`src/hw/rtl/prn_pkg.sv`:
```
// Shared types, constants and arithmetic helpers for the palette remap matcher.
// Used by every module and interface of the block; depends on nothing else.
`timescale 1ns / 1ps
`default_nettype none

package prn_pkg;

    // Palette geometry
    localparam int PALETTE_DEPTH = 256;
    localparam int IDX_W         = $clog2(PALETTE_DEPTH);
    localparam int CNT_W         = $clog2(PALETTE_DEPTH + 1);

    // Field widths
    localparam int CH_W    = 8;
    localparam int SQ_W    = 16;
    localparam int DIST_W  = 18;
    localparam int LSUM_W  = 16;
    localparam int PROD_W  = 18;
    localparam int LUMA_W  = 12;
    localparam int GPROD_W = 19;
    localparam int QUO_W   = 13;
    localparam int CMP_W   = 10;

    // APB register port
    localparam int ADDR_W = 5;
    localparam int DATA_W = 32;

    // Luma weights and channel ceiling
    localparam logic [CH_W-1:0] LUMA_R = 8'd77;
    localparam logic [CH_W-1:0] LUMA_G = 8'd151;
    localparam logic [CH_W-1:0] LUMA_B = 8'd28;
    localparam logic [CH_W-1:0] CH_MAX = 8'd255;

    // Division by one hundred as a reciprocal multiply, exact for any 19-bit dividend
    localparam int              DIV100_MUL_W = 20;
    localparam int              DIV100_SHIFT = 26;
    localparam logic [DIV100_MUL_W-1:0] DIV100_MUL = 20'd671089;

    // Item kinds
    localparam logic KIND_WRITE = 1'b0;
    localparam logic KIND_QUERY = 1'b1;

    typedef enum logic [1:0] {
        MODE_PASS,
        MODE_BRIGHT,
        MODE_GRAY,
        MODE_GRAY_BRIGHT
    } t_mode;

    typedef enum logic [2:0] {
        REG_MODE,
        REG_PERCENT,
        REG_GRAY,
        REG_BLOCKED_START,
        REG_BLOCKED_COUNT,
        REG_START_COLOR
    } t_reg_idx;

    typedef struct packed {
        t_mode        mode;
        logic [9:0]   percent;
        logic [6:0]   gray;
        logic [7:0]   blocked_start;
        logic [8:0]   blocked_count;
        logic [8:0]   start_color;
    } t_cfg;

    localparam t_cfg CFG_RESET = '{
        mode:          MODE_PASS,
        percent:       10'd100,
        gray:          7'd0,
        blocked_start: 8'd0,
        blocked_count: 9'd0,
        start_color:   9'd236
    };

    // One palette entry as held by a ring cell
    typedef struct packed {
        logic            cycling;
        logic [CH_W-1:0] red;
        logic [CH_W-1:0] green;
        logic [CH_W-1:0] blue;
    } t_entry;

    // Entry leaving the head of the ring toward the distance unit
    typedef struct packed {
        logic             valid;
        logic             cand;
        logic [IDX_W-1:0] idx;
        logic [CH_W-1:0]  red;
        logic [CH_W-1:0]  green;
        logic [CH_W-1:0]  blue;
    } t_probe;

    // Running best match
    typedef struct packed {
        logic              found;
        logic [IDX_W-1:0]  idx;
        logic [DIST_W-1:0] sq_dist;
    } t_best;

    // Floor of x / 100 by multiplying with a scaled reciprocal.
    function automatic logic [QUO_W-1:0] div100(input logic [GPROD_W-1:0] x);
        logic [GPROD_W+DIV100_MUL_W-1:0] p;
        p = (GPROD_W + DIV100_MUL_W)'(x) * (GPROD_W + DIV100_MUL_W)'(DIV100_MUL);
        return p[DIV100_SHIFT +: QUO_W];
    endfunction

    // Saturate a quotient at the channel ceiling.
    function automatic logic [CH_W-1:0] sat_byte(input logic [QUO_W-1:0] q);
        return (q > QUO_W'(CH_MAX)) ? CH_MAX : q[CH_W-1:0];
    endfunction

endpackage

`default_nettype wire

```
`src/hw/rtl/prn_dist.sv`:
```
// Distance unit at the head of the palette ring: squared RGB distance and best match.
// Three stages (difference, square, sum and compare); depends on prn_pkg.
`timescale 1ns / 1ps
`default_nettype none

module prn_dist (
    input  wire logic                      i_clk,
    input  wire logic                      i_rst_n,
    input  wire logic                      i_clear,
    input  wire prn_pkg::t_probe           i_probe,
    input  wire logic [prn_pkg::CH_W-1:0]  i_ideal_red,
    input  wire logic [prn_pkg::CH_W-1:0]  i_ideal_green,
    input  wire logic [prn_pkg::CH_W-1:0]  i_ideal_blue,
    output prn_pkg::t_best                 o_best,
    output logic                           o_busy
);

    logic                            r_a_valid;
    logic                            r_a_cand;
    logic [prn_pkg::IDX_W-1:0]       r_a_idx;
    logic signed [prn_pkg::CH_W:0]   r_a_d [3];
    logic                            r_b_valid;
    logic                            r_b_cand;
    logic [prn_pkg::IDX_W-1:0]       r_b_idx;
    logic [prn_pkg::SQ_W-1:0]        r_b_sq [3];
    logic                            r_found;
    logic [prn_pkg::IDX_W-1:0]       r_best_idx;
    logic [prn_pkg::DIST_W-1:0]      r_best_dist;

    logic [prn_pkg::CH_W-1:0]        w_ent [3];
    logic [prn_pkg::CH_W-1:0]        w_ref [3];
    logic signed [2*prn_pkg::CH_W+1:0] w_sq [3];
    logic [prn_pkg::DIST_W-1:0]      w_sum;
    logic                            w_take;

    assign w_ent[0] = i_probe.red;
    assign w_ent[1] = i_probe.green;
    assign w_ent[2] = i_probe.blue;
    assign w_ref[0] = i_ideal_red;
    assign w_ref[1] = i_ideal_green;
    assign w_ref[2] = i_ideal_blue;

    // Squares of the channel differences and their sum.
    always_comb begin
        for (int ch = 0; ch < 3; ch++) begin
            w_sq[ch] = r_a_d[ch] * r_a_d[ch];
        end
        w_sum  = prn_pkg::DIST_W'(r_b_sq[0]) + prn_pkg::DIST_W'(r_b_sq[1])
               + prn_pkg::DIST_W'(r_b_sq[2]);
        // Strictly smaller wins, so the first entry is kept on ties.
        w_take = r_b_valid && r_b_cand && (!r_found || (w_sum < r_best_dist));
    end

    // Stage valids and the found flag.
    always_ff @(posedge i_clk) begin
        if (!i_rst_n) begin
            r_a_valid <= 1'b0;
            r_b_valid <= 1'b0;
            r_found   <= 1'b0;
        end else begin
            r_a_valid <= i_probe.valid;
            r_b_valid <= r_a_valid;
            if (i_clear) begin
                r_found <= 1'b0;
            end else if (w_take) begin
                r_found <= 1'b1;
            end
        end
    end

    // Datapath registers.
    always_ff @(posedge i_clk) begin
        r_a_cand <= i_probe.cand;
        r_a_idx  <= i_probe.idx;
        for (int ch = 0; ch < 3; ch++) begin
            r_a_d[ch]  <= $signed({1'b0, w_ent[ch]}) - $signed({1'b0, w_ref[ch]});
            r_b_sq[ch] <= w_sq[ch][prn_pkg::SQ_W-1:0];
        end
        r_b_cand <= r_a_cand;
        r_b_idx  <= r_a_idx;
        if (w_take) begin
            r_best_idx  <= r_b_idx;
            r_best_dist <= w_sum;
        end
    end

    assign o_best = '{found: r_found, idx: r_best_idx, sq_dist: r_best_dist};
    assign o_busy = r_a_valid || r_b_valid;

endmodule

`default_nettype wire
```
`config.mk`:
```
export PLATFORM = sky130hd
export DESIGN_NAME = prn_dist
export DESIGN_NICKNAME = d
export VERILOG_FILES = /design/src/hw/rtl/prn_pkg.sv /design/src/hw/rtl/prn_dist.sv
export SDC_FILE = /design/constraint.sdc
export NUM_CORES = 1
export LEC_CHECK = 0
export ABC_AREA = 1
export BUFFER_PORTS_ARGS = -buffer_cell sky130_fd_sc_hd__buf_2
export CORE_AREA = 2 2 165 167
export CTS_CLUSTER_DIAMETER = 200
export DETAILED_ROUTE_END_ITERATION = 8
export DIE_AREA = 0 0 167 169
export HOLD_SLACK_MARGIN = 0.05
export PLACE_DENSITY = 0.67
export SLEW_MARGIN = 5
export SYNTH_ARGS = -nofsm -noshare
export SYNTH_HDL_FRONTEND = slang
export SYNTH_SLANG_ARGS = --single-unit
```
`constraint.sdc`:
```
create_clock -name i_clk -period 7.1 [get_ports i_clk]
set_input_delay 0.71 -clock i_clk [delete_from_list [all_inputs] [get_ports i_clk]]
set_output_delay 0.71 -clock i_clk [all_outputs]
set_load 0.1 [all_outputs]
```
# Word-level counts from Yosys, hierarchy flattened
# Memories as Yosys holds them, arrays and structs flattened.
# Index checks and enable logic that the tools add are counted.
[classes]
addsub = 5
mul = 3
n_lt_le_gt_ge = 1
bitwise = 1
reduce_logical = 6
[op_table]
columns = ["op", "n"]
rows = [
  ["$mul A9 B9 Y16", 3],
  ["$sub A8 B8 Y9", 3],
  ["$add A17 B16 Y18", 1],
  ["$lt A18 B18 Y1", 1],
  ["$add A16 B16 Y17", 1],
  ["$logic_and A1 B1 Y1", 2],
  ["$logic_or A1 B1 Y1", 2],
  ["$reduce_or A2 Y1", 1],
  ["$logic_not A1 Y1", 1],
  ["$not A1 Y1", 1],
]
[word_totals]
regBits = 47
ramBits = 75
input_bits = 61
out_inout_bits = 28
word_cells = 27
n_memories = 2
[mem_list]
columns = ["memory", "depth", "word_bits", "read_ports", "rd_clocked_by_memory_dff", "wr", "line", "rtl"]
rows = [
  ["r_b_sq", 3, 16, 3, 0, 3, "prn_dist.sv:25", "logic [prn_pkg::SQ_W-1:0] r_b_sq [3];"],
  ["r_a_d", 3, 9, 3, 0, 3, "prn_dist.sv:21", "logic signed [prn_pkg::CH_W:0] r_a_d [3];"],
]

# Logic depth before layout (Yosys ltp)
[logic_depth]
word_depth = 5
mapped_depth = 21
mapped_depth_nobuf = 20

# Worst setup path after synthesis
# No wires, ideal clock.
[synth_timing]
path_kind = "flip-flop to flip-flop"
start = "mem r_a_d[0][18] (netlist name)"
end = "mem r_b_sq[0][46] (netlist name)"
setup_ns = 0.113
arrival_time_ns = 4.237
required_ns = 6.987
slack_ns = 2.750
stages_incl_launch_ff = 18
n_path_buf = 1
synth_period_minus_slack_ns = 4.350
path_cell_list = "dfxtp_1 > clkbuf_1 > nor2_1 > fa_1 > inv_1 > fa_1 > inv_1 > fa_1 > fa_1 > fa_1 > ha_1 > nand2_1 > a21oi_1 > or2_1 > nand2_1 > nand3_1 > nand2_1 > nand2_1"
[synth_lines]
columns = ["item", "line"]
rows = [
  ["start, declared", "prn_dist.sv:21"],
  ["end, declared", "prn_dist.sv:25"],
]

==> metrics.log <==
[metrics] die boundary height: about 170 um
[metrics] unrepaired setup endpoints after global routing: false
[metrics] sequential fraction of the synthesis area: about a fifth
[metrics] global routing's busiest layer: met2
[metrics] yosys synthesis warning count: 0
[metrics] MaxCap Viol Count: 0
[metrics] Post-Synthesis Cell Area: around 13000 um2
[metrics] period utilization: 65.5%
[metrics] result of the run: completed
[metrics] mean routed wirelength per cell: around 12 um
[metrics] min-delay worst type: reg2reg
[metrics] global-route wire length before repair: approximately 41000 um
[metrics] hold-critical path endpoint: r_b_idx[2]$_DFF_P_
[metrics] FFs w/ async S/R, synth: 0%
[metrics] initial antenna violation count: 0
[metrics] area enclosed by the die boundary: between 20000 and 30000 um2
[metrics] remaining global-route overflow: 0
[metrics] Core Region: 26500 um2
[metrics] placed wire-length estimate: 19800 um
[metrics] end of the worst register-to-register path: r_b_sq[0][47]$_DFF_P_
[metrics] number of placed I/O pins: 89
[metrics] final setup fails: 0
[metrics] logic depth of the worst register-to-register path: 17
[metrics] Max-slew headroom: between 60% and 70%
[metrics] Worst Setup Start Kind: register
[metrics] worst min-delay path startpoint: r_a_idx[2]$_DFF_P_
[metrics] fraction of met2 tracks used by global routing: 30.9%
[metrics] relative area change from synthesis to final layout: 10.3%
[metrics] count of antenna diodes in the layout: 0
[metrics] Setup TNS: 0 ns
[metrics] Worst Tran Pin Value: between 0.5 and 0.6 ns
[metrics] met3 demand-to-capacity share in global routing: 2.81%
[metrics] clock-pin slew reported for the worst setup and hold paths after clock tree synthesis: ~0.070 ns
[metrics] number of resized instances in the post-cts repair step: 0
[metrics] area of the multi-input gates: 8780 um2
[metrics] Worst Path Max Fanout: 11
[metrics] Main synth FF type: dfxtp_1
[metrics] Worst-Skew Late Latency: 0.42 ns
[metrics] number of hold-repair buffers added at the cts stage: 0
[metrics] clock tree from TritonCTS: built
[metrics] maximum root-to-sink buffer count: 2
[metrics] required time at the worst-slack endpoint: 7.41 ns
[metrics] final-layout fill cell count: about 2400
[metrics] CTS Sinks: ~120
[metrics] post-route clock skew: about 0.015 ns
[metrics] largest net degree at the start of global routing: 27
[metrics] Initial Util: roughly half
[metrics] maximum level of the CTS H-tree: 4
[metrics] Hold Slack: about 0.33 ns
[metrics] total wire length: between 20000 and 25000 um
[metrics] number of cell rows: 60
[metrics] Seq cells post-synth: ~120
[metrics] post-synth cell types: 36
[metrics] Final Max Slew Viols: 0
[metrics] count of input and output buffers: slightly below 90
[metrics] worst reg2reg setup slack: between 2 and 2.5 ns
[metrics] share of final-layout standard cells stronger than drive strength 1: 8.90%
[metrics] Finished Cell Area: between 10000 and 15000 um2
[metrics] worst hold path stage count: 0
[metrics] final hold violations: 0
[metrics] CTS buffer count: 17
[metrics] launch point of the worst reg-to-reg path: r_a_d[0][26]$_DFF_P_
[metrics] number of buffers inserted by post-CTS setup repair: 0
[metrics] antenna-violating nets left: 0
[metrics] mean cell area of the mapped netlist: 8.43 um2
[metrics] Via Count: 9398
[metrics] Crit Path Class: reg2reg
[metrics] clk root buf: clkbuf_16
[metrics] kind of end point of the critical path: register
[metrics] horizontal extent of the die: ~170 um
[metrics] number of cells produced by synthesis: ~1600
[metrics] met1 capacity usage during global routing: between 20% and 30%
[metrics] Via density: approximately 4.7
[metrics] critical path data arrival time: 4.96 ns
[metrics] number of global-route vias before repair: approximately 9500
[metrics] final weighted congestion of routability-driven global placement: approximately 0.86
[metrics] clock period minus worst slack: 4.65 ns
[metrics] Max Fclk: about 220 MHz
[metrics] First DRT Iteration DRCs: 436
[metrics] final-stage net count: 2036
[metrics] Post-synth EDFFs: 26
[metrics] Global Route Usage Sum: between 15 and 20%
[metrics] register area: 2640 um2
[metrics] cell area reported after detailed placement: between 10000 and 15000 um2
[metrics] Residual DRC: 0
[metrics] first-pass detailed-route iteration total: 5
## synthesized netlist by cell type (2+ instances only)
| cell | count | area, um2 |
|---|---|---|
| or2_2 | 4 | 25.0 |
| o21ai_1 | 2 | 10.0 |
| conb_1 | 2 | 7.51 |
| inv_1 | 411 | 1540 |
| a21oi_1 | 64 | 320 |
| fa_1 | 180 | 3600 |
| nand4_1 | 6 | 37.5 |
| xor2_1 | 37 | 324 |
| nand2_1 | 316 | 1190 |
| nand3b_1 | 4 | 30.0 |
| xnor2_1 | 29 | 254 |
| inv_2 | 3 | 11.3 |
| nor2_1 | 63 | 236 |
| o21bai_1 | 3 | 22.5 |
| o21ai_0 | 23 | 115 |
| a31oi_1 | 3 | 18.8 |
| dfxtp_1 | 93 | 1860 |
| o21ai_2 | 6 | 52.6 |
| a21o_1 | 15 | 113 |
| and2_1 | 2 | 12.5 |
| nand3_1 | 57 | 285 |
| nor2_2 | 2 | 12.5 |
| clkbuf_1 | 19 | 71.3 |
| ha_1 | 157 | 1960 |
| nand2_2 | 7 | 43.8 |
| or2_1 | 2 | 12.5 |
| nor3_1 | 6 | 30.0 |
| edfxtp_1 | 26 | 781 |
| buf_4 | 4 | 30.0 |
| buf_6 | 3 | 33.8 |
## worst max-delay path: stages (launching register included)
cell,delay (ns)
dfxtp_1,0.45
inv_1,0.20
nor2_1,0.08
fa_1,0.54
inv_1,0.05
fa_1,0.53
inv_1,0.05
fa_1,0.50
fa_1,0.57
fa_1,0.43
ha_1,0.40
a21oi_1,0.11
o21ai_0,0.27
nand2_1,0.09
nand3_1,0.12
inv_1,0.05
nand2_1,0.06
nand2_1,0.04
## stage by stage
stage | std cells | setup WS [ns] | utilization (%)
finish | 1992 | 2.45 | 54.5
global route | 1992 | 2.12 | 54.5
CTS | 1992 | 2.43 | 54.5
detailed placement | 1960 | 2.48 | 52.3
global placement | 1960 | 2.58 | 52.3
floorplan | 1556 | 2.75 | -
## cell type report
| cell class | count | area share (%) |
|---|---|---|
| clock buffers | 17 | 2.94 |
| clock inverters | 15 | 1.24 |
| inverters | 414 | 10.8 |
| multi-input cells | 997 | 60.7 |
| flip-flops and latches | 119 | 18.3 |
| well taps | 341 | 2.95 |
| repair buffers | 89 | 3.10 |
## flip-flops by register name, indices dropped and copies added, names as in the netlist
signal       flops
r_best_dist     18
r_a_d           27
r_a_idx          8
r_best_idx       8
r_found          1
r_b_valid        1
r_b_sq          45
r_b_idx          8
r_a_valid        1
r_a_cand         1
r_b_cand         1
## layer usage
layer	part of all wire, %	wire length, um	vias to the layer above
li1	-	-	4822
met1	47	11000	4436
met2	49	11300	126
met3	3.4	783	14
met4	0.82	191	0
met5	0	0	-
## how the worst max path moves through the flow
stage,slack (ns),cells after the start,to,startpoint
after floorplan,2.75,17,r_b_sq[0][46]$_DFF_P_,r_a_d[0][18]$_DFF_P_
after global placement,2.58,15,r_b_sq[0][46]$_DFF_P_,r_a_d[0][26]$_DFF_P_
after detailed placement,2.48,17,r_b_sq[0][47]$_DFF_P_,r_a_d[0][26]$_DFF_P_
after CTS,2.43,17,r_b_sq[0][47]$_DFF_P_,r_a_d[0][26]$_DFF_P_
after global routing,2.12,16,r_b_sq[0][46]$_DFF_P_,r_a_d[0][26]$_DFF_P_
final,2.45,17,r_b_sq[0][47]$_DFF_P_,r_a_d[0][26]$_DFF_P_
## cell usage in the layout, fill, tap and decap left out, drive strengths merged, types with 15 or more instances in the layout
master,synthesis,final
inv,414,423
nand2,323,323
fa,180,180
ha,157,157
dfxtp,93,93
buf,7,89
a21oi,65,65
nor2,65,65
nand3,57,57
xor2,37,37
o21ai,31,31
xnor2,29,29
edfxtp,26,26
clkbuf,19,17
a21o,15,15
## cell families (layout without fill, tap and decap cells)
kind of cell             Yosys count  count (layout)  synth area share [%]
AND/OR/NAND/NOR                  472             472                  14.8
buffers and inverters            440             535                  12.9
adder cells (fa/ha/maj)          337             337                  42.5
AO/OA/AOI/OAI                    119             119                  5.20
flip-flops                       119             119                  20.2
XOR/XNOR                          66              66                  4.41
other                              2               3                0.0573
Power is left out: the tool's default activity adds up to more than one toggle a clock period on the data nets, which glitch-free logic cannot reach.
