File: src/hw/rtl/prn_pkg.sv
// Shared types, constants and arithmetic helpers for the palette remap matcher.
// Used by every module and interface of the block; depends on nothing else.
`timescale 1ns / 1ps
`default_nettype none

package prn_pkg;

    // Palette geometry
    localparam int PALETTE_DEPTH = 256;
    localparam int IDX_W         = $clog2(PALETTE_DEPTH);
    localparam int CNT_W         = $clog2(PALETTE_DEPTH + 1);

    // Field widths
    localparam int CH_W    = 8;
    localparam int SQ_W    = 16;
    localparam int DIST_W  = 18;
    localparam int LSUM_W  = 16;
    localparam int PROD_W  = 18;
    localparam int LUMA_W  = 12;
    localparam int GPROD_W = 19;
    localparam int QUO_W   = 13;
    localparam int CMP_W   = 10;

    // APB register port
    localparam int ADDR_W = 5;
    localparam int DATA_W = 32;

    // Luma weights and channel ceiling
    localparam logic [CH_W-1:0] LUMA_R = 8'd77;
    localparam logic [CH_W-1:0] LUMA_G = 8'd151;
    localparam logic [CH_W-1:0] LUMA_B = 8'd28;
    localparam logic [CH_W-1:0] CH_MAX = 8'd255;

    // Division by one hundred as a reciprocal multiply, exact for any 19-bit dividend
    localparam int              DIV100_MUL_W = 20;
    localparam int              DIV100_SHIFT = 26;
    localparam logic [DIV100_MUL_W-1:0] DIV100_MUL = 20'd671089;

    // Item kinds
    localparam logic KIND_WRITE = 1'b0;
    localparam logic KIND_QUERY = 1'b1;

    typedef enum logic [1:0] {
        MODE_PASS,
        MODE_BRIGHT,
        MODE_GRAY,
        MODE_GRAY_BRIGHT
    } t_mode;

    typedef enum logic [2:0] {
        REG_MODE,
        REG_PERCENT,
        REG_GRAY,
        REG_BLOCKED_START,
        REG_BLOCKED_COUNT,
        REG_START_COLOR
    } t_reg_idx;

    typedef struct packed {
        t_mode        mode;
        logic [9:0]   percent;
        logic [6:0]   gray;
        logic [7:0]   blocked_start;
        logic [8:0]   blocked_count;
        logic [8:0]   start_color;
    } t_cfg;

    localparam t_cfg CFG_RESET = '{
        mode:          MODE_PASS,
        percent:       10'd100,
        gray:          7'd0,
        blocked_start: 8'd0,
        blocked_count: 9'd0,
        start_color:   9'd236
    };

    // One palette entry as held by a ring cell
    typedef struct packed {
        logic            cycling;
        logic [CH_W-1:0] red;
        logic [CH_W-1:0] green;
        logic [CH_W-1:0] blue;
    } t_entry;

    // Entry leaving the head of the ring toward the distance unit
    typedef struct packed {
        logic             valid;
        logic             cand;
        logic [IDX_W-1:0] idx;
        logic [CH_W-1:0]  red;
        logic [CH_W-1:0]  green;
        logic [CH_W-1:0]  blue;
    } t_probe;

    // Running best match
    typedef struct packed {
        logic              found;
        logic [IDX_W-1:0]  idx;
        logic [DIST_W-1:0] sq_dist;
    } t_best;

    // Floor of x / 100 by multiplying with a scaled reciprocal.
    function automatic logic [QUO_W-1:0] div100(input logic [GPROD_W-1:0] x);
        logic [GPROD_W+DIV100_MUL_W-1:0] p;
        p = (GPROD_W + DIV100_MUL_W)'(x) * (GPROD_W + DIV100_MUL_W)'(DIV100_MUL);
        return p[DIV100_SHIFT +: QUO_W];
    endfunction

    // Saturate a quotient at the channel ceiling.
    function automatic logic [CH_W-1:0] sat_byte(input logic [QUO_W-1:0] q);
        return (q > QUO_W'(CH_MAX)) ? CH_MAX : q[CH_W-1:0];
    endfunction

endpackage

`default_nettype wire

File: src/hw/rtl/prn_cell.sv
// One cell of the palette ring: holds a single entry and its cycling flag.
// Depends on prn_pkg for the entry type.
`timescale 1ns / 1ps
`default_nettype none

module prn_cell (
    input  wire logic            i_clk,
    input  wire logic            i_rst_n,
    input  wire logic            i_load,
    input  wire prn_pkg::t_entry i_load_entry,
    input  wire logic            i_shift,
    input  wire prn_pkg::t_entry i_next,
    output prn_pkg::t_entry      o_entry
);

    logic                      r_cycling;
    logic [prn_pkg::CH_W-1:0]  r_red;
    logic [prn_pkg::CH_W-1:0]  r_green;
    logic [prn_pkg::CH_W-1:0]  r_blue;

    // The cycling flag clears on reset so an unwritten entry is a candidate.
    always_ff @(posedge i_clk) begin
        if (!i_rst_n) begin
            r_cycling <= 1'b0;
        end else if (i_load) begin
            r_cycling <= i_load_entry.cycling;
        end else if (i_shift) begin
            r_cycling <= i_next.cycling;
        end
    end

    // Color is loaded by a write or taken from the neighbor while the ring rotates.
    always_ff @(posedge i_clk) begin
        if (i_load) begin
            r_red   <= i_load_entry.red;
            r_green <= i_load_entry.green;
            r_blue  <= i_load_entry.blue;
        end else if (i_shift) begin
            r_red   <= i_next.red;
            r_green <= i_next.green;
            r_blue  <= i_next.blue;
        end
    end

    assign o_entry = '{cycling: r_cycling, red: r_red, green: r_green, blue: r_blue};

endmodule

`default_nettype wire

File: config.mk
export PLATFORM = sky130hd
export DESIGN_NAME = prn_cell
export DESIGN_NICKNAME = d
export VERILOG_FILES = /design/src/hw/rtl/prn_pkg.sv /design/src/hw/rtl/prn_cell.sv
export SDC_FILE = /design/constraint.sdc
export NUM_CORES = 1
export LEC_CHECK = 0
export BUFFER_PORTS_ARGS = -buffer_cell sky130_fd_sc_hd__buf_2
export CORE_UTILIZATION = 44
export CTS_CLUSTER_DIAMETER = 80
export DETAILED_ROUTE_END_ITERATION = 12
export GPL_TIMING_DRIVEN = 0
export PLACE_DENSITY = 0.84
export SYNTH_ARGS = -nofsm -noshare
export SYNTH_HDL_FRONTEND = slang
export SYNTH_SLANG_ARGS = --single-unit
File: constraint.sdc
create_clock -name i_clk -period 3.6 [get_ports i_clk]
set_clock_uncertainty 0.15 [all_clocks]
set_input_delay 0.72 -clock i_clk [delete_from_list [all_inputs] [get_ports i_clk]]
set_output_delay 0.72 -clock i_clk [all_outputs]
set_load 0.1 [all_outputs]
# After elaboration in Yosys (flattened, before gate mapping)
# Index checks and enable logic that the tools add are counted.
[op_classes]
addsub = 0
mul = 0
div_mod_pow = 0
magnitude_cmp = 0
n_eq_ne = 0
shift = 0
n_mux = 8
bitwise_logic = 0
reduce_logical = 1
[op_table]
columns = ["operator", "count"]
rows = [
  ["$mux 8", 6],
  ["$mux 1", 2],
  ["$reduce_bool 2->1", 1],
]
[totals]
ff_bits = 25
latchBits = 0
ram_bits = 0
rom_bits = 0
in_bits = 54
output_inout_bits = 25
wordCells = 13
n_memories = 0

# Depth between registers and ports, before layout
# Gate-level depths: netlist of the first run.
[logic_depth]
word_depth = 2
mapped_depth = 3
mapped_depth_nobuf = 2

# Worst setup path after synthesis of the first run
# OpenSTA, ideal clock, no wires.
[synth_timing]
path_kind = "input-to-reg"
start = "input i_load"
end = "register r_blue[0] (netlist name) (enable)"
setup_ns = 0.310
arrival_ns = 1.454
t_required_ns = 3.140
slack_ns = 1.686
cell_stages = 3
path_buffers = 2
cell_sequence = "buf_6 > buf_12 > or2_2"
[synth_between]
elab_chain_cells = 1
[synth_rtl]
columns = ["element", "line_no", "text"]
rows = [
  ["from (decl)", "prn_cell.sv:9", "input wire logic i_load,"],
  ["$reduce_bool 2->1 (no line)", "-", ""],
  ["to (signal assigned)", "prn_cell.sv:37", "r_blue <= i_load_entry.blue;"],
  ["to (signal assigned)", "prn_cell.sv:41", "r_blue <= i_next.blue;"],
  ["to (decl)", "prn_cell.sv:19", "logic [prn_pkg::CH_W-1:0] r_blue;"],
]
# No other way between the ends.
# A chain may end at the register's enable or synchronous reset.

# Worst setup path after layout of the first run
[layout_timing]
start = "register r_cycling"
end = "output o_entry[24] (netlist name)"
[layout_lines]
columns = ["element", "line_no", "text"]
rows = [
  ["from (decl)", "prn_cell.sv:16", "logic r_cycling;"],
  ["from (signal assigned)", "prn_cell.sv:26", "r_cycling <= i_load_entry.cycling;"],
  ["from (signal assigned)", "prn_cell.sv:28", "r_cycling <= i_next.cycling;"],
  ["to (decl)", "prn_cell.sv:13", "output prn_pkg::t_entry o_entry"],
]
# No word-level cell between the ends.

==> run metrics, run 1 <==
total chip power approximately 830 µW; post-route cell area 1625 µm²; Seq. cell area 740.7 µm²; worst path cell trace buf_4, buf_2; top cell family by delay on the critical path buffers and inverters; CP Data Required Time about 2700 ps; Tot GR Track Use ~17%; GP Congestion about 0.73; placed cell area roughly 1600 µm²; fill count 190; Setup TNS Final 0 ps; Worst path max stage delay 410 ps; type of the worst setup path reg2out; first-pass GRT wire length approximately 3400 µm; initial core utilization a little under half; initial antenna violation count 0; CTS tree built; Fin. Hold Viols 0; RSZ-0062 raised after global routing no; Yosys reg bits 25; worst-margin pin slew 553.4 ps; Final Setup Violations 0; largest net degree at the start of global routing 25; Syn Nets between 100 and 150; Vias 784; crit share post-route between 50 and 60%; HPWL after DPL between 1500 and 2000 µm; clock root buffer clkbuf_4; PostCTS Resize Cnt 0; CTS max path bufs 2; routed len/inst 13.18 µm; worst-path fanout max 2; Max Clock Freq 491.5 MHz; final net count 193; min Tclk post-route between 2000 and 2500 ps; CP max-delay cell buf_2; TritonCTS buffer count 3; synth warn 0; worst endpoint data arrival time around 1200 ps; initial detailed-routing violation count 3; critical path capture point type output pin; Mapped Avg Cell Area roughly 20 µm²; post-synthesis sequential area ratio between 60% and 70%; Leakage between 0.0007 and 0.0008 µW; CTS Hold Bufs 0; drt drc 0; worst hold path class in2reg; vias per cell ~4.7; Core Box Area 2500 µm²; clock-pin slew on the worst setup and hold paths about 140 ps; synthesized area 1172 µm²; Congestion Overflow GR 0; # diodes 0; DIE AREA around 2900 µm²; area of the multi-input gates roughly 370 µm²; status finished, final reports clean; Worst VDD drop about 0.33 mV; vias in the first global route 815; Worst Setup Start Kind flop; Routed Antenna Nets 0; # rows 18; share of cells above drive strength 1 80.43%; Slew Viols, Final 0; PortBufs slightly below 80; P&R area growth vs syn 38.63%; CP Buf/Inv Count 2; DRT Pass-1 Iters 3; Mapped Cells 57; I/O pins 79; CTS HTree Levels 1; Cell variety after synth 10; Chip Height ~54 µm; clock sink total 25; Post-Route WL approximately 2200 µm; relative slew slack between 60% and 70%; # Post-CTS Setup Buffers 0; Max-cap violations 0; power density cells between 500 and 600 nW/µm²; clk_lat worst skew around 310 ps; die width between 50 and 60 µm
==> routing by layer <==
metal	up-vias	wire [µm]	GRT usage [%]
li1	380	-	-
met1	377	776	15.79
met2	25	1334	35.21
met3	2	80	2.825
met4	0	23	7.018
met5	-	0	0
==> area by class of cell <==
class / instances / area share, %
buffer: 4 / 3.618
clock buffer: 3 / 1.386
clock inverter: 1 / 0.4619
multi-input combinational: 28 / 22.94
sequential: 25 / 45.57
tap: 30 / 2.309
timing repair buffer: 77 / 23.71
==> registers in the layout (all words and copies together), names as in the netlist <==
signal	cells
r_green	8
r_cycling	1
r_blue	8
r_red	8
==> kinds of logic (layout without fill, tap and decap cells) <==
logic type             after synthesis  count (layout)  share of synthesized area (%)
AND/OR/NAND/NOR                      2               2                          1.175
buffers and inverters                4              85                          5.016
flip-flops                          25              25                          63.18
multiplexers                        25              25                          29.78
AO/OA/AOI/OAI                        1               1                         0.8538
==> worst paths after layout <==
check	start	end	slack, ps	depth (start not counted)
min	i_rst_n	r_cycling	480	2
max	r_cycling	o_entry[24]	1570	2
max reg2reg	r_cycling	r_cycling	2580	2
min reg2reg	r_cycling	r_cycling	490	2
==> power by group <==
part           internal [µW]  leakage [µW]  switching, µW  total [µW]
sequential               354      0.000253           7.79         362
combinational           76.1      0.000526            266         342
clock                   42.3     0.0000139           83.7         126
==> cell usage in the layout (no fill, tap or decap) <==
master      count
mux2_2          7
or2_2           1
buf_4           1
edfxtp_1       24
mux2_4         18
buf_6           1
clkbuf_4        3
dfxtp_1         1
buf_12          2
or2b_1          1
buf_2          77
o211a_1         1
clkinvlp_4      1
==> stage by stage <==
| stage | util (%) | hold WS (ps) | worst slack [ps] | cells |
|---|---|---|---|---|
| global route | 65.02 | 470.2 | 1522 | 168 |
| finish | 65.02 | 484.7 | 1566 | 168 |
| global placement | 63.81 | 439.9 | 1599 | 164 |
| CTS | 65.02 | 483.5 | 1557 | 168 |
| floorplan | - | 429.3 | 1686 | 57 |
| detailed placement | 63.81 | 460.0 | 1565 | 164 |
==> cell usage after synthesis <==
master	instances	area share, %
buf_12	2	3.4
buf_4	1	0.64
buf_6	1	0.96
dfxtp_1	1	1.7
edfxtp_1	24	61
mux2_2	7	6.7
mux2_4	18	23
o211a_1	1	0.85
or2_2	1	0.53
or2b_1	1	0.64
No activity file was read; power rests on OpenSTA's default activity.
==> run 2: changes to the inputs <==
- ABC_AREA: default -> 1
- CORE_UTILIZATION: 44 -> 40
- PLACE_DENSITY: 0.84 -> 0.78
- clock period: 3.6 -> 2 ns (I/O delays scaled with it)
==> run metrics, run 2 <==
worst path cell trace buf_4, buf_2; I/O pins between 70 and 80; critical path capture point type output pin; CTS HTree Levels 1; Post-Route WL 2549 µm; # Post-CTS Setup Buffers 0; initial antenna violation count 0; Vias 992; Post-synth top cells 70 x nand2_1, 24 x edfxtp_1, 5 x nand2_2; clock root buffer clkbuf_4; CTS tree built; PostCTS Resize Cnt 0; GP Congestion approximately 0.77; Fin. Hold Viols 0; type of the worst setup path reg2out; Max Clock Freq 573.2 MHz; Worst path max stage delay 410 ps; clock-pin slew on the worst setup and hold paths approximately 130 ps; status finished, final reports clean; worst-margin pin slew between 800 and 900 ps; start point of the critical path r_cycling; Yosys top cell area share 63.51%; Seq. cell area between 700 and 800 µm²; largest family of logic cells by synthesized area simple AND/OR/NAND/NOR gates; PortBufs between 70 and 80; relative slew slack between 40% and 50%; Worst VDD drop ~0.57 mV; Post-synth EDFFs 24; RSZ-0062 raised after global routing no; Routed Antenna Nets 0; post-synthesis sequential area ratio between 60% and 70%; worst hold path class in2reg; post-synthesis mux area share 0%; Syn Nets between 150 and 200; # diodes 0; TritonCTS buffer count 3; crit share post-route 87.23%; initial core utilization 44.20%; CP Buf/Inv Count 2; ys async rst share 0%; compound-gate portion of the synthesized area 0%; final setup slack of the worst path 255.4 ps; largest cells by area after synthesis edfxtp_1 64%, nand2_1 23%, buf_6 4.0%; area of the multi-input gates between 300 and 400 µm²; count leader, synth nand2_1; Leakage around 0.00085 µW; CTS max path bufs 2; CTS Hold Bufs 0; HP Start i_rst_n; most frequent cells in the layout 77 x buf_2, 70 x nand2_1, 24 x edfxtp_1, 5 x nand2_2, 4 x buf_6; top cell family by delay on the critical path buffers and inverters; Tot GR Track Use between 10% and 20%; clk_lat worst skew 310 ps; CP Data Required Time ~1500 ps; Cell variety after synth 10; Final Setup Violations 0; final net count 248; area leader, netlist edfxtp_1; clock sink total 25; min Tclk post-route about 1700 ps; Synth Area in Simple Gates roughly 28%; Mapped Avg Cell Area slightly above 10 µm²; first-pass GRT wire length 4278 µm; worst slack, placed between 150 and 200 ps; commonest non-fill, non-tap cell in the layout buf_2; DRT Pass-1 Iters 4; worst endpoint data arrival time roughly 1200 ps; initial detailed-routing violation count 9; Yosys reg bits 25; Largest regs r_blue: 8 flops, r_green: 8 flops, r_red: 8 flops; Worst Setup Start Kind flop; # rows 18; power density cells ~930 nW/µm²; largest net degree at the start of global routing 25; Slew Viols, Final 0; reg2reg start r_cycling; P&R area growth vs syn 39.58%; routed len/inst around 11 µm; Congestion Overflow GR 0; Core Box Area 2567 µm²; worst-path fanout max 2; total chip power 1470 µW; Setup TNS Final 0 ps; worst hold slack about 120 ps; CP max-delay cell buf_2; share of cells above drive strength 1 about 48%; Synth Area in Adders 0%; vias per cell between 4 and 5; Finished Core Util slightly above 60%; synthesized area between 1000 and 1500 µm²; prevailing post-synth register cell edfxtp_1; XOR/XNOR Fraction of Synth Area 0%; vias in the first global route approximately 1.0k; HPWL after DPL between 2000 and 2500 µm; DIE AREA between 3000 and 4000 µm²; fill count 236; die width roughly 55 µm; synth warn 0; Max-cap violations 0; Chip Height about 55 µm; Mapped Cells between 100 and 150; drt drc 0
run 2: changes by cell type in the layout (fill, tap and decap cells not counted), sizes merged:
cell,change
buf,+2
clkbuf,+1
clkinvlp,-1
inv,+3
mux2,-25
nand2,+75
nand3,+2
nor2,+1
o211a,-1
or2,-1
or2b,-1
run 2: kinds of logic (layout without fill, tap and decap cells):
logic type,after synthesis,count (layout)
and+or+nand+nor,78,78
DFF,25,25
buffers and inverters,9,90
run 2: final timing paths:
check                      to  cells after the start  slack, ps
setup / recovery  o_entry[24]                      2        260
hold / removal      r_cycling                      3        120
setup reg to reg    r_cycling                      4       1220
hold reg to reg     r_cycling                      4        420
run 2: routing by layer:
| layer | vias to the layer above | wire, µm | share of wire (%) | global-route usage, % |
|---|---|---|---|---|
| li1 | 517 | - | - | - |
| met1 | 444 | 972 | 38 | 18.03 |
| met2 | 31 | 1498 | 59 | 34.94 |
| met3 | 0 | 78 | 3.1 | 0.9368 |
| met4 | 0 | 0 | 0 | 7.857 |
| met5 | - | 0 | 0 | 0 |
run 2: where the power goes:
part / leakage [µW] / internal, µW / switching (µW)
Sequential: 0.000255 / 638 / 13.8
Combinational: 0.000583 / 103 / 496
Clock: 0.0000150 / 77.8 / 142
Total: 0.000854 / 819 / 651
run 2: through the flow:
| step | std cells | area, µm² |
|---|---|---|
| finish | 223 | 1584 |
| global route | 223 | 1584 |
| CTS | 223 | 1584 |
| detailed placement | 219 | 1558 |
| global placement | 219 | 1558 |
| floorplan | 112 | 1135 |
run 2: layout make-up:
class	instances	area share [%]
inverters	3	1.185
well taps	30	2.370
flip-flops and latches	25	46.76
multi-input cells	78	19.91
repair buffers	77	24.33
clock buffers	4	1.659
plain buffers	6	3.791
run 2: worst register-to-register path, delay by kind of cell, from the launching register on:
family,cells,cell delay [ps]
flip-flops,1,340
AND/OR/NAND/NOR,3,180
buffers and inverters,1,40
==> run 3: changes to the inputs <==
- REMOVE_ABC_BUFFERS: default -> 1
==> run metrics, run 3 (synthesis results as in run 2) <==
Leakage 0.0008226 µW; Non-Filler Instances 218; HPWL after DPL ~1800 µm; Congestion Overflow GR 0; routed len/inst 10.89 µm; Max Clock Freq around 570 MHz; CTS max path bufs 2; vias per cell 4.463; P&R area growth vs syn 35.06%; TritonCTS buffer count 3; most frequent cells in the layout 78 x buf_2, 70 x nand2_1, 24 x edfxtp_1, 5 x nand2_2, 3 x clkbuf_4; total chip power about 1500 µW; DIE AREA about 3100 µm²; worst-path fanout max 27; first-pass GRT wire length roughly 4100 µm; GP Congestion around 0.75; CTS tree built; FF-to-FF setup slack about 1200 ps; worst hold path class in2reg; crit share post-route between 80% and 90%; Routed Antenna Nets 0; CTS Hold Bufs 0; PostCTS Resize Cnt 0; DRT Pass-1 Iters 4; vias in the first global route 962; Chip Height 55.27 µm; status finished, final reports clean; Slew Viols, Final 0; critical path capture point type flop; Core Box Area about 2600 µm²; worst-margin pin slew roughly 850 ps; worst endpoint data arrival time between 1500 and 2000 ps; relative slew slack a little over two fifths; PortBufs 78; clk_lat worst skew 310 ps; cell count after placement 214; initial antenna violation count 0; share of cells above drive strength 1 between 40% and 50%; worst path cell trace buf_2, nor2_4, inv_1; Worst VDD drop roughly 0.64 mV; clock-pin slew on the worst setup and hold paths around 130 ps; initial detailed-routing violation count 44; I/O pins 79; die width 55.27 µm; final net count roughly 240; commonest non-fill, non-tap cell in the layout buf_2; CP max-delay cell inv_1; Worst Setup Start Kind input port; Fin. Hold Viols 0; clock root buffer clkbuf_4; top cell family by delay on the critical path buffers and inverters; Vias between 900 and 1k; power density cells around 950 nW/µm²; type of the worst setup path in2reg; Max-cap violations 0; Tot GR Track Use 16.78%; Post-Route WL about 2400 µm; largest net degree at the start of global routing 28; Largest regs r_blue: 8 flops, r_green: 8 flops, r_red: 8 flops; RSZ-0062 raised after global routing no; min Tclk post-route ~1800 ps; clock sink total 25; CP Data Required Time between 1500 and 2000 ps; # rows 18; Worst path max stage delay ~640 ps; drt drc 0; # Post-CTS Setup Buffers 0; Final Setup Violations 0; CTS HTree Levels 1; # diodes 0; CP Buf/Inv Count 2; initial core utilization 44.20%
[run 3: tightest hold or removal path, cell delays in order]
cell     delay (ps)
buf_2            80
nand2_1          40
inv_1            40
[run 3: power breakdown]
group          internal [µW]  leakage (µW)  total, µW  switching, µW
clock network           76.2     0.0000139        224            148
registers                638      0.000255        652           13.9
logic                   92.6      0.000553        585            493
[run 3: area by class of cell]
| class | count | area (µm²) |
|---|---|---|
| sequential | 25 | 740.7 |
| multi-input combinational | 78 | 315.3 |
| clock inverter | 1 | 7.507 |
| inverter | 3 | 18.77 |
| fill | 219 | 1035 |
| tap | 30 | 37.54 |
| clock buffer | 3 | 22.52 |
| timing repair buffer | 78 | 390.4 |
[run 3: path summary, 6_finish.rpt]
kind | cells past startpoint | start | to
max | 3 | i_load | r_blue[5]
min | 3 | i_rst_n | r_cycling
max reg2reg | 4 | r_cycling | r_cycling
min reg2reg | 4 | r_cycling | r_cycling
[run 3: routing by layer]
metal  vias to the layer above  part of all wire, %  global-route usage (%)
met5                         -                    0                       0
li1                        508                    -                       -
met1                       409                   40                   19.32
met3                         2                  6.7                   2.342
met4                         0                 0.97                   6.429
met2                        54                   52                   31.15
[run 3: per-stage QoR]
stage	cell area, µm²	utilization [%]	hold slack (ps)	worst slack, ps	TNS, ps
final	1533	59.70	113.8	235.6	0
after detailed placement	1503	58.53	393.7	-158.7	-3795
after floorplan	1075	-	347.6	525.4	0
after global placement	1503	58.53	368.2	-113.7	-2721
after global routing	1533	59.70	128.9	90.04	0
after CTS	1533	59.70	107.5	191.9	0
