### src/hw/rtl/prn_pkg.sv
// Shared types, constants and arithmetic helpers for the palette remap matcher.
// Used by every module and interface of the block; depends on nothing else.
`timescale 1ns / 1ps
`default_nettype none

package prn_pkg;

    // Palette geometry
    localparam int PALETTE_DEPTH = 256;
    localparam int IDX_W         = $clog2(PALETTE_DEPTH);
    localparam int CNT_W         = $clog2(PALETTE_DEPTH + 1);

    // Field widths
    localparam int CH_W    = 8;
    localparam int SQ_W    = 16;
    localparam int DIST_W  = 18;
    localparam int LSUM_W  = 16;
    localparam int PROD_W  = 18;
    localparam int LUMA_W  = 12;
    localparam int GPROD_W = 19;
    localparam int QUO_W   = 13;
    localparam int CMP_W   = 10;

    // APB register port
    localparam int ADDR_W = 5;
    localparam int DATA_W = 32;

    // Luma weights and channel ceiling
    localparam logic [CH_W-1:0] LUMA_R = 8'd77;
    localparam logic [CH_W-1:0] LUMA_G = 8'd151;
    localparam logic [CH_W-1:0] LUMA_B = 8'd28;
    localparam logic [CH_W-1:0] CH_MAX = 8'd255;

    // Division by one hundred as a reciprocal multiply, exact for any 19-bit dividend
    localparam int              DIV100_MUL_W = 20;
    localparam int              DIV100_SHIFT = 26;
    localparam logic [DIV100_MUL_W-1:0] DIV100_MUL = 20'd671089;

    // Item kinds
    localparam logic KIND_WRITE = 1'b0;
    localparam logic KIND_QUERY = 1'b1;

    typedef enum logic [1:0] {
        MODE_PASS,
        MODE_BRIGHT,
        MODE_GRAY,
        MODE_GRAY_BRIGHT
    } t_mode;

    typedef enum logic [2:0] {
        REG_MODE,
        REG_PERCENT,
        REG_GRAY,
        REG_BLOCKED_START,
        REG_BLOCKED_COUNT,
        REG_START_COLOR
    } t_reg_idx;

    typedef struct packed {
        t_mode        mode;
        logic [9:0]   percent;
        logic [6:0]   gray;
        logic [7:0]   blocked_start;
        logic [8:0]   blocked_count;
        logic [8:0]   start_color;
    } t_cfg;

    localparam t_cfg CFG_RESET = '{
        mode:          MODE_PASS,
        percent:       10'd100,
        gray:          7'd0,
        blocked_start: 8'd0,
        blocked_count: 9'd0,
        start_color:   9'd236
    };

    // One palette entry as held by a ring cell
    typedef struct packed {
        logic            cycling;
        logic [CH_W-1:0] red;
        logic [CH_W-1:0] green;
        logic [CH_W-1:0] blue;
    } t_entry;

    // Entry leaving the head of the ring toward the distance unit
    typedef struct packed {
        logic             valid;
        logic             cand;
        logic [IDX_W-1:0] idx;
        logic [CH_W-1:0]  red;
        logic [CH_W-1:0]  green;
        logic [CH_W-1:0]  blue;
    } t_probe;

    // Running best match
    typedef struct packed {
        logic              found;
        logic [IDX_W-1:0]  idx;
        logic [DIST_W-1:0] sq_dist;
    } t_best;

    // Floor of x / 100 by multiplying with a scaled reciprocal.
    function automatic logic [QUO_W-1:0] div100(input logic [GPROD_W-1:0] x);
        logic [GPROD_W+DIV100_MUL_W-1:0] p;
        p = (GPROD_W + DIV100_MUL_W)'(x) * (GPROD_W + DIV100_MUL_W)'(DIV100_MUL);
        return p[DIV100_SHIFT +: QUO_W];
    endfunction

    // Saturate a quotient at the channel ceiling.
    function automatic logic [CH_W-1:0] sat_byte(input logic [QUO_W-1:0] q);
        return (q > QUO_W'(CH_MAX)) ? CH_MAX : q[CH_W-1:0];
    endfunction

endpackage

`default_nettype wire

### src/hw/rtl/prn_xform.sv
// Ideal color unit: brightness scaling and desaturation toward scaled luma.
// Five-stage pipeline on three channel lanes; depends on prn_pkg.
`timescale 1ns / 1ps
`default_nettype none

module prn_xform (
    input  wire logic                      i_clk,
    input  wire logic                      i_rst_n,
    input  wire logic                      i_start,
    input  wire logic [prn_pkg::CH_W-1:0]  i_red,
    input  wire logic [prn_pkg::CH_W-1:0]  i_green,
    input  wire logic [prn_pkg::CH_W-1:0]  i_blue,
    input  wire prn_pkg::t_cfg             i_cfg,
    output logic                           o_done,
    output logic [prn_pkg::CH_W-1:0]       o_ideal_red,
    output logic [prn_pkg::CH_W-1:0]       o_ideal_green,
    output logic [prn_pkg::CH_W-1:0]       o_ideal_blue
);

    logic [4:0]                     r_v;
    logic [prn_pkg::CH_W-1:0]       r_c      [3];
    logic [prn_pkg::PROD_W-1:0]     r_prod   [3];
    logic [prn_pkg::LSUM_W-1:0]     r_lsum;
    logic [prn_pkg::CH_W-1:0]       r_bright [3];
    logic [prn_pkg::PROD_W-1:0]     r_lx;
    logic [prn_pkg::LUMA_W-1:0]     r_luma;
    logic [prn_pkg::GPROD_W-1:0]    r_gp     [3];
    logic                           r_gneg   [3];
    logic [prn_pkg::CH_W-1:0]       r_ideal  [3];

    logic [prn_pkg::CH_W-1:0]       w_in     [3];
    logic [prn_pkg::CH_W-1:0]       w_bright [3];
    logic [prn_pkg::QUO_W-1:0]      w_lq;
    logic signed [prn_pkg::QUO_W-1:0] w_diff [3];
    logic [prn_pkg::LUMA_W-1:0]     w_mag    [3];
    logic [prn_pkg::CH_W-1:0]       w_grayed [3];
    logic [prn_pkg::CH_W-1:0]       w_ideal  [3];

    assign w_in[0] = i_red;
    assign w_in[1] = i_green;
    assign w_in[2] = i_blue;

    // Stage valids walk the item through the pipeline.
    always_ff @(posedge i_clk) begin
        if (!i_rst_n) begin
            r_v <= '0;
        end else begin
            r_v <= {r_v[3:0], i_start};
        end
    end

    // Per-lane combinational pieces between the stage registers.
    always_comb begin
        logic [prn_pkg::QUO_W-1:0] step;
        logic [prn_pkg::QUO_W:0]   up;
        w_lq = prn_pkg::div100(prn_pkg::GPROD_W'(r_lx));
        for (int ch = 0; ch < 3; ch++) begin
            w_bright[ch] = prn_pkg::sat_byte(prn_pkg::div100(prn_pkg::GPROD_W'(r_prod[ch])));
            w_diff[ch]   = $signed({5'b0, r_c[ch]}) - $signed({1'b0, r_luma});
            w_mag[ch]    = w_diff[ch][prn_pkg::QUO_W-1] ? prn_pkg::LUMA_W'(-w_diff[ch])
                                                        : prn_pkg::LUMA_W'(w_diff[ch]);
            step = prn_pkg::div100(r_gp[ch]);
            up   = (prn_pkg::QUO_W + 1)'(r_c[ch]) + (prn_pkg::QUO_W + 1)'(step);
            if (r_gneg[ch]) begin
                // Channel below luma moves up, saturating at the ceiling.
                w_grayed[ch] = (up > (prn_pkg::QUO_W + 1)'(prn_pkg::CH_MAX))
                             ? prn_pkg::CH_MAX : up[prn_pkg::CH_W-1:0];
            end else begin
                // Channel above luma moves down, stopping at zero.
                w_grayed[ch] = (step > prn_pkg::QUO_W'(r_c[ch])) ? '0
                             : prn_pkg::CH_W'(prn_pkg::QUO_W'(r_c[ch]) - step);
            end
            case (i_cfg.mode)
                prn_pkg::MODE_PASS:   w_ideal[ch] = r_c[ch];
                prn_pkg::MODE_BRIGHT: w_ideal[ch] = r_bright[ch];
                default:              w_ideal[ch] = w_grayed[ch];
            endcase
        end
    end

    // Stage registers: products, luma, gray products, final color.
    always_ff @(posedge i_clk) begin
        if (i_start) begin
            for (int ch = 0; ch < 3; ch++) begin
                r_c[ch]    <= w_in[ch];
                r_prod[ch] <= prn_pkg::PROD_W'(w_in[ch]) * prn_pkg::PROD_W'(i_cfg.percent);
            end
            r_lsum <= prn_pkg::LSUM_W'(w_in[0]) * prn_pkg::LSUM_W'(prn_pkg::LUMA_R)
                    + prn_pkg::LSUM_W'(w_in[1]) * prn_pkg::LSUM_W'(prn_pkg::LUMA_G)
                    + prn_pkg::LSUM_W'(w_in[2]) * prn_pkg::LSUM_W'(prn_pkg::LUMA_B);
        end
        if (r_v[0]) begin
            for (int ch = 0; ch < 3; ch++) begin
                r_bright[ch] <= w_bright[ch];
            end
            r_lx <= prn_pkg::PROD_W'(r_lsum[prn_pkg::LSUM_W-1:8])
                  * prn_pkg::PROD_W'(i_cfg.percent);
        end
        if (r_v[1]) begin
            r_luma <= w_lq[prn_pkg::LUMA_W-1:0];
        end
        if (r_v[2]) begin
            for (int ch = 0; ch < 3; ch++) begin
                r_gp[ch]   <= prn_pkg::GPROD_W'(w_mag[ch]) * prn_pkg::GPROD_W'(i_cfg.gray);
                r_gneg[ch] <= w_diff[ch][prn_pkg::QUO_W-1];
            end
        end
        if (r_v[3]) begin
            for (int ch = 0; ch < 3; ch++) begin
                r_ideal[ch] <= w_ideal[ch];
            end
        end
    end

    assign o_done        = r_v[4];
    assign o_ideal_red   = r_ideal[0];
    assign o_ideal_green = r_ideal[1];
    assign o_ideal_blue  = r_ideal[2];

endmodule

`default_nettype wire

### config.mk
export PLATFORM = sky130hd
export DESIGN_NAME = prn_xform
export DESIGN_NICKNAME = d
export VERILOG_FILES = /design/src/hw/rtl/prn_pkg.sv /design/src/hw/rtl/prn_xform.sv
export SDC_FILE = /design/constraint.sdc
export NUM_CORES = 2
export LEC_CHECK = 0
export ABC_CLOCK_PERIOD_IN_PS = 15900
export BUFFER_PORTS_ARGS = -buffer_cell sky130_fd_sc_hd__clkbuf_2
export CORE_MARGIN = 2
export CORE_UTILIZATION = 65
export DETAILED_ROUTE_END_ITERATION = 12
export PLACE_DENSITY = 0.85
export SETUP_SLACK_MARGIN = 0.2
export SYNTH_ARGS = -nofsm -noshare
export SYNTH_HDL_FRONTEND = slang
export SYNTH_SLANG_ARGS = --single-unit
### constraint.sdc
create_clock -name i_clk -period 15.9 [get_ports i_clk]
set_input_delay 3.18 -clock i_clk [delete_from_list [all_inputs] [get_ports i_clk]]
set_output_delay 3.18 -clock i_clk [all_outputs]
set_load 0.1 [all_outputs]
## After elaboration in Yosys (flattened, before gate mapping)

Memories as Yosys holds them, arrays and structs flattened.
Cells that the tools add are included.

| operators by class | value |
|---|---|
| add/sub/neg operators | 14 |
| multipliers | 17 |
| magnitude comparators | 9 |
| equality and inequality tests | 1 |
| mux-type cells | 26 |
| reductions and logical operators | 1 |

Operators by type and width:

| kind | number |
|---|---|
| $mul 18x20->38 const B | 4 |
| $mul 19x20->39 const B | 3 |
| $mux 8 | 12 |
| $mul 8x10->18 | 4 |
| $mul 12x7->19 | 3 |
| $pmux 8 s2 | 3 |
| $add 8x13->14 | 3 |
| $gt 14x8->1 const B | 3 |
| $gt 13x8->1 | 3 |
| $sub 8x12->13 | 3 |
| $gt 12x8->1 const B | 3 |
| $mux 12 | 3 |
| $neg 12->12 | 3 |
| $sub 8x8->8 | 3 |
| $add 15x16->16 | 1 |
| $add 16x13->16 | 1 |
| $mul 8x8->16 const B | 1 |
| $mul 8x7->15 const B | 1 |
| $mul 8x3->11 const B | 1 |
| $mux 1 | 8 |
| $eq 2x1->1 const B | 1 |
| $logic_not 2->1 | 1 |

| word-level totals | value |
|---|---|
| register bits after elaboration | 51 |
| RAM bits | 186 |
| input port bits | 72 |
| output and inout port bits | 25 |
| memories kept | 6 |

Memory list:

| memory | depth | bits a word | read ports | clocked after Yosys merged registers in | wr ports | line | source |
|---|---|---|---|---|---|---|---|
| r_gp | 3 | 19 | 3 | 0 | 3 | prn_xform.sv:27 | `logic [prn_pkg::GPROD_W-1:0] r_gp [3];` |
| r_prod | 3 | 18 | 3 | 0 | 3 | prn_xform.sv:22 | `logic [prn_pkg::PROD_W-1:0] r_prod [3];` |
| r_bright | 3 | 8 | 3 | 0 | 3 | prn_xform.sv:24 | `logic [prn_pkg::CH_W-1:0] r_bright [3];` |
| r_c | 3 | 8 | 3 | 0 | 3 | prn_xform.sv:21 | `logic [prn_pkg::CH_W-1:0] r_c [3];` |
| r_ideal | 3 | 8 | 3 | 0 | 3 | prn_xform.sv:29 | `logic [prn_pkg::CH_W-1:0] r_ideal [3];` |
| r_gneg | 3 | 1 | 3 | 0 | 3 | prn_xform.sv:28 | `logic r_gneg [3];` |

## Depth between registers and ports, before layout

An unclocked memory read counts as a cell.

| depth | value |
|---|---|
| word-level depth | 7 |
| depth in mapped cells | 36 |
| mapped depth without buffers | 35 |

## Worst setup path after synthesis

No wires, ideal clock.

| path | value |
|---|---|
| path kind | input to register |
| start point | input port i_red[2] (netlist bit) |
| end point | register r_lsum[15] (netlist bit), data pin |
| library setup time | 0.260 ns |
| data arrival time | 8.266 ns |
| required time | 15.640 ns |
| slack | 7.374 ns |
| cell stages on the path | 23 |
| path through | ha_1 ha_1 inv_1 fa_1 inv_1 fa_1 inv_1 fa_1 inv_1 fa_1 ha_1 and4b_1 a31o_2 a21o_1 a21o_1 a21oi_1 nor2b_1 o21a_1 o21a_1 o21a_1 o41ai_1 o21bai_1 xnor2_1 |

| on the way | value |
|---|---|
| word-level cells in the longest chain between the ends | 3 |

RTL lines:

| what | line | source |
|---|---|---|
| start, declared | prn_xform.sv:10 | `input wire logic [prn_pkg::CH_W-1:0] i_red,` |
| $mul 8x7->15 | prn_xform.sv:88 | `r_lsum <= prn_pkg::LSUM_W'(w_in[0]) * prn_pkg::LSUM_W'(prn_pkg::LUMA_R)` |
| $add 15x16->16 | prn_xform.sv:89 | `+ prn_pkg::LSUM_W'(w_in[1]) * prn_pkg::LSUM_W'(prn_pkg::LUMA_G)` |
| $add 16x13->16 | prn_xform.sv:90 | `+ prn_pkg::LSUM_W'(w_in[2]) * prn_pkg::LSUM_W'(prn_pkg::LUMA_B);` |
| end signal, assigned | prn_xform.sv:88 |  |
| end, declared | prn_xform.sv:23 | `logic [prn_pkg::LSUM_W-1:0] r_lsum;` |

No other way between the ends.
A chain may end at the register's enable or synchronous reset.

==> run summary <==
The number of maximum-capacitance violations came out at 0. The slowest stage of the critical path belongs to the cell sky130_fd_sc_hd__a2111oi_4. The number of input and output port buffers inserted is 70. The worst setup path is captured at a flip-flop.

Of the available clock period, the critical path in the final layout requires 57.46%. The critical path starts at r_gp[0][24]$_DFFE_PP_. The area of the core region is 109200 µm².

The final HPWL from detailed placement is 132700 µm. Synthesis produced 7292 cells. The count of TritonRoute iterations in the first routing pass came out at 6. The area growth from synthesis to layout is 3.991%. Using the TritonRoute via totals, the vias-per-cell ratio works out to 5.571.

The hold violation total from the final report came out at 0. The count of buffers added by post-CTS timing repair for setup is 0. The number of filler instances in the final layout is 7821.

The number of levels in the clock H-tree came out at 1. The critical path is of the reg -> reg type. The final-report max-slew violation count is 0. In this run the critical register-to-register path is captured at r_ideal[0][9]$_DFFE_PP_. The critical path ends at r_ideal[0][9]$_DFFE_PP_. The tree is rooted in a sky130_fd_sc_hd__clkbuf_16. The TritonCTS clock tree is done. Setup repair after global routing left no endpoint under its margin. The maximum number of buffers from clock root to sink came out at 3. In this run, distinct cell masters in the synthesized netlist total 77. The count of antenna-violating nets left after detailed routing is 0. The total setup violations reported at the end of the flow came out at 0.

The flip-flop and latch count after synthesis came out at 229. Sequential elements use 9.521% of the synthesized area. Timing would allow up to 109.5 MHz. From bottom edge to top edge, the die measures 336.1 µm. The quantity of hold-fixing buffers added after cts came out at 0. The slew at the pin closest to its max-slew limit is 1218 ps.

The most numerous cell type found on the critical path is sky130_fd_sc_hd__fa_1. The floorplan die area came out at 113000 µm². Between clock sinks in the finished design, the worst skew comes to 19.74 ps. The initial antenna violation count came out at 3. The final route contains 49000 vias.

OpenSTA, run right after detailed placement, puts the worst setup slack at 6514 ps. The number of enable flip-flop cells after synthesis came out at 224. In this run the worst path has a maximum fanout of 9.

The total cell area at the placement stage is 73530 µm². For this run, the leading register cell type out of synthesis is sky130_fd_sc_hd__edfxtp_1. The aggregate global-route resource usage is 29.38%. For this block, the initial DRC count from the detailed router was 2794. In the layout the commonest cells are sky130_fd_sc_hd__inv_1 (2034), sky130_fd_sc_hd__ha_1 (1537), sky130_fd_sc_hd__fa_1 (1244). The number of CTS-inserted buffers is 31. The global-route wire length before repair is 267600 µm. The source-to-sink clock delay at the later pin of the worst-skew pair came out at 630 ps.

In this run the worst hold path is classified as reg -> reg. The post-CTS clock slew at the launch and capture registers of the worst setup and hold paths came out at 60 ps. The slack of the critical path came out at 6764 ps. Synthesis produced a netlist with a net count of 10150. The worst setup path is launched from a flip-flop. STA puts the critical path data arrival time at 9470 ps. The ratio of cells with drive above 1 in the final layout is 2.201%. The library cell used most frequently in the layout, excluding fill and tap cells, is sky130_fd_sc_hd__inv_1.

The total standard cell area after synthesis came out at 71700 µm². The quantity of gates resized following cts came out at 0. The remaining routing DRC violations is 0. The number of cells on the worst reg-to-reg path is 32.

The aggregate routed wire length came out at 158100 µm. The maximum number of pins on one net before global-route repair is 56. The run finished with clean final reports.

On the worst path, the slowest cell contributes a delay of 670 ps. After detailed routing, the average wire length per cell comes to 17.98 µm. Yosys printed 0 warnings. The number of standard-cell rows in the floorplan is 121. Data on the critical path is required at its endpoint by 16230 ps. The design area is 74560 µm².

Of all flip-flops after synthesis, the portion carrying an async set or reset was 0%. The via count of the first global-routing pass came out at 54810. The minimum clock period after layout is 9136 ps. The total overflow left after global routing is 0. The number of primary I/O pins is 97.

The post-route setup TNS is 0 ps. The average cell area after synthesis came out at 9.833 µm². The starting utilization of the core area is 65.69%. The global placer's final weighted congestion is 0.9517. The headroom to the max-slew limit came out at 18.80%.

The startpoint identified for the worst register-to-register timing path is r_gp[0][24]$_DFFE_PP_. The setup check on the worst reg-to-reg path leaves a slack of 6760 ps. The clock drives 229 sinks. The final net count is 10140. The chip width is 336.1 µm.
==> layer usage <==
layer	wire, µm	share of wire, %	global-route usage (%)
met3	10420	6.6	4.573
met5	34	0.022	0
met1	63400	40	37.04
met4	6227	3.9	10.58
met2	78020	49	51.24
==> layout make-up <==
cell class,instances,area (µm²),share of cell area (%)
multi-input cells,4918,56820,76.20
inverters,2035,7639,10.24
flip-flops and latches,229,6829,9.159
well taps,1476,1847,2.477
clock buffers,40,829.5,1.113
repair buffers,76,397.9,0.5336
clock inverters,18,196.4,0.2635
diodes,2,5.005,0.006712
==> through the flow <==
stage / utilization [%] / hold WS [ps] / instances
2_1_floorplan: - / 577.8 / 7292
3_3_place_gp: 67.36 / 618.1 / 8734
3_5_place_dp: 67.36 / 661.8 / 8734
4_1_cts: 68.30 / 674.9 / 8792
5_1_grt: 68.30 / 695.1 / 8792
6_report: 68.31 / 667.0 / 8794
==> cells in the mapped netlist (4+ instances only) <==
cell | instances | area, µm²
sky130_fd_sc_hd__or3_1 | 26 | 162.7
sky130_fd_sc_hd__nand2_1 | 421 | 1580
sky130_fd_sc_hd__xor2_1 | 69 | 604.3
sky130_fd_sc_hd__buf_1 | 4 | 15.01
sky130_fd_sc_hd__nand4_1 | 22 | 137.6
sky130_fd_sc_hd__nand3_1 | 40 | 200.2
sky130_fd_sc_hd__edfxtp_1 | 224 | 6726
sky130_fd_sc_hd__nand3b_1 | 4 | 30.03
sky130_fd_sc_hd__o21a_1 | 32 | 240.2
sky130_fd_sc_hd__a31oi_1 | 11 | 68.82
sky130_fd_sc_hd__a211o_1 | 9 | 78.83
sky130_fd_sc_hd__a221oi_1 | 11 | 96.34
sky130_fd_sc_hd__clkbuf_1 | 103 | 386.6
sky130_fd_sc_hd__a21boi_0 | 21 | 157.7
sky130_fd_sc_hd__nor2_1 | 172 | 645.6
sky130_fd_sc_hd__ha_1 | 1537 | 19230
sky130_fd_sc_hd__or4_1 | 8 | 60.06
sky130_fd_sc_hd__dfxtp_1 | 5 | 100.1
sky130_fd_sc_hd__o211ai_1 | 7 | 52.55
sky130_fd_sc_hd__and2_1 | 275 | 1720
sky130_fd_sc_hd__fa_1 | 1244 | 24900
sky130_fd_sc_hd__o2111ai_1 | 5 | 43.79
sky130_fd_sc_hd__a31o_2 | 5 | 43.79
sky130_fd_sc_hd__nor3_1 | 35 | 175.2
sky130_fd_sc_hd__nand2b_1 | 48 | 300.3
sky130_fd_sc_hd__or2_2 | 18 | 112.6
sky130_fd_sc_hd__a211oi_1 | 17 | 127.6
sky130_fd_sc_hd__a2111oi_0 | 7 | 61.31
sky130_fd_sc_hd__o22ai_1 | 19 | 118.9
sky130_fd_sc_hd__o21ai_0 | 144 | 720.7
sky130_fd_sc_hd__and4_1 | 4 | 35.03
sky130_fd_sc_hd__xnor2_1 | 179 | 1568
sky130_fd_sc_hd__a21oi_1 | 212 | 1061
sky130_fd_sc_hd__inv_1 | 2034 | 7635
sky130_fd_sc_hd__o21bai_1 | 50 | 375.4
sky130_fd_sc_hd__a21o_1 | 90 | 675.7
sky130_fd_sc_hd__o31ai_1 | 10 | 75.07
sky130_fd_sc_hd__nor2b_1 | 59 | 369.1
sky130_fd_sc_hd__and3_1 | 20 | 125.1
sky130_fd_sc_hd__mux2i_1 | 29 | 290.3
==> logic make-up after synthesis <==
kind of cell / share of synthesized area, %
multiplexers: 0.4363
AND/OR/NAND/NOR: 8.060
XOR/XNOR: 3.029
buffers and inverters: 11.23
adder cells (fa/ha/maj): 61.55
flip-flops: 9.521
AO/OA/AOI/OAI: 6.165
==> worst min-delay path by stage <==
stage / start / to / slack [ps] / depth (start not counted)
6_report: r_bright[0][6]$_SDFFCE_PN1P_ / r_ideal[0][6]$_DFFE_PP_ / 670 / 2
5_1_grt: r_bright[0][6]$_SDFFCE_PN1P_ / r_ideal[0][6]$_DFFE_PP_ / 700 / 2
4_1_cts: r_bright[0][6]$_SDFFCE_PN1P_ / r_ideal[0][6]$_DFFE_PP_ / 670 / 2
3_5_place_dp: r_bright[0][6]$_SDFFCE_PN1P_ / r_ideal[0][6]$_DFFE_PP_ / 660 / 2
3_3_place_gp: r_bright[0][7]$_SDFFCE_PN1P_ / r_ideal[0][7]$_DFFE_PP_ / 620 / 2
2_1_floorplan: r_bright[0][0]$_SDFFCE_PN1P_ / r_ideal[0][0]$_DFFE_PP_ / 580 / 2
==> critical path, delay by kind of cell, from the launching register on <==
family                     cells  cell delay, ps
AOI/OAI and AO/OA             13            3000
adders and majority gates      8            3830
buffers and inverters          5             340
DFF                            1             570
and+or+nand+nor                6            1080
==> registers in the layout, summed over array words and instances, names as in the netlist <==
| signal | count |
|---|---|
| r_gp | 57 |
| r_prod | 54 |
| r_bright | 24 |
| r_c | 24 |
| r_ideal | 24 |
| r_lx | 18 |
| r_luma | 12 |
| r_lsum | 8 |
| r_v | 5 |
| r_gneg | 3 |
Power is not shown: default switching activity piles up to over one toggle a cycle in this logic, so the estimate is an artifact.
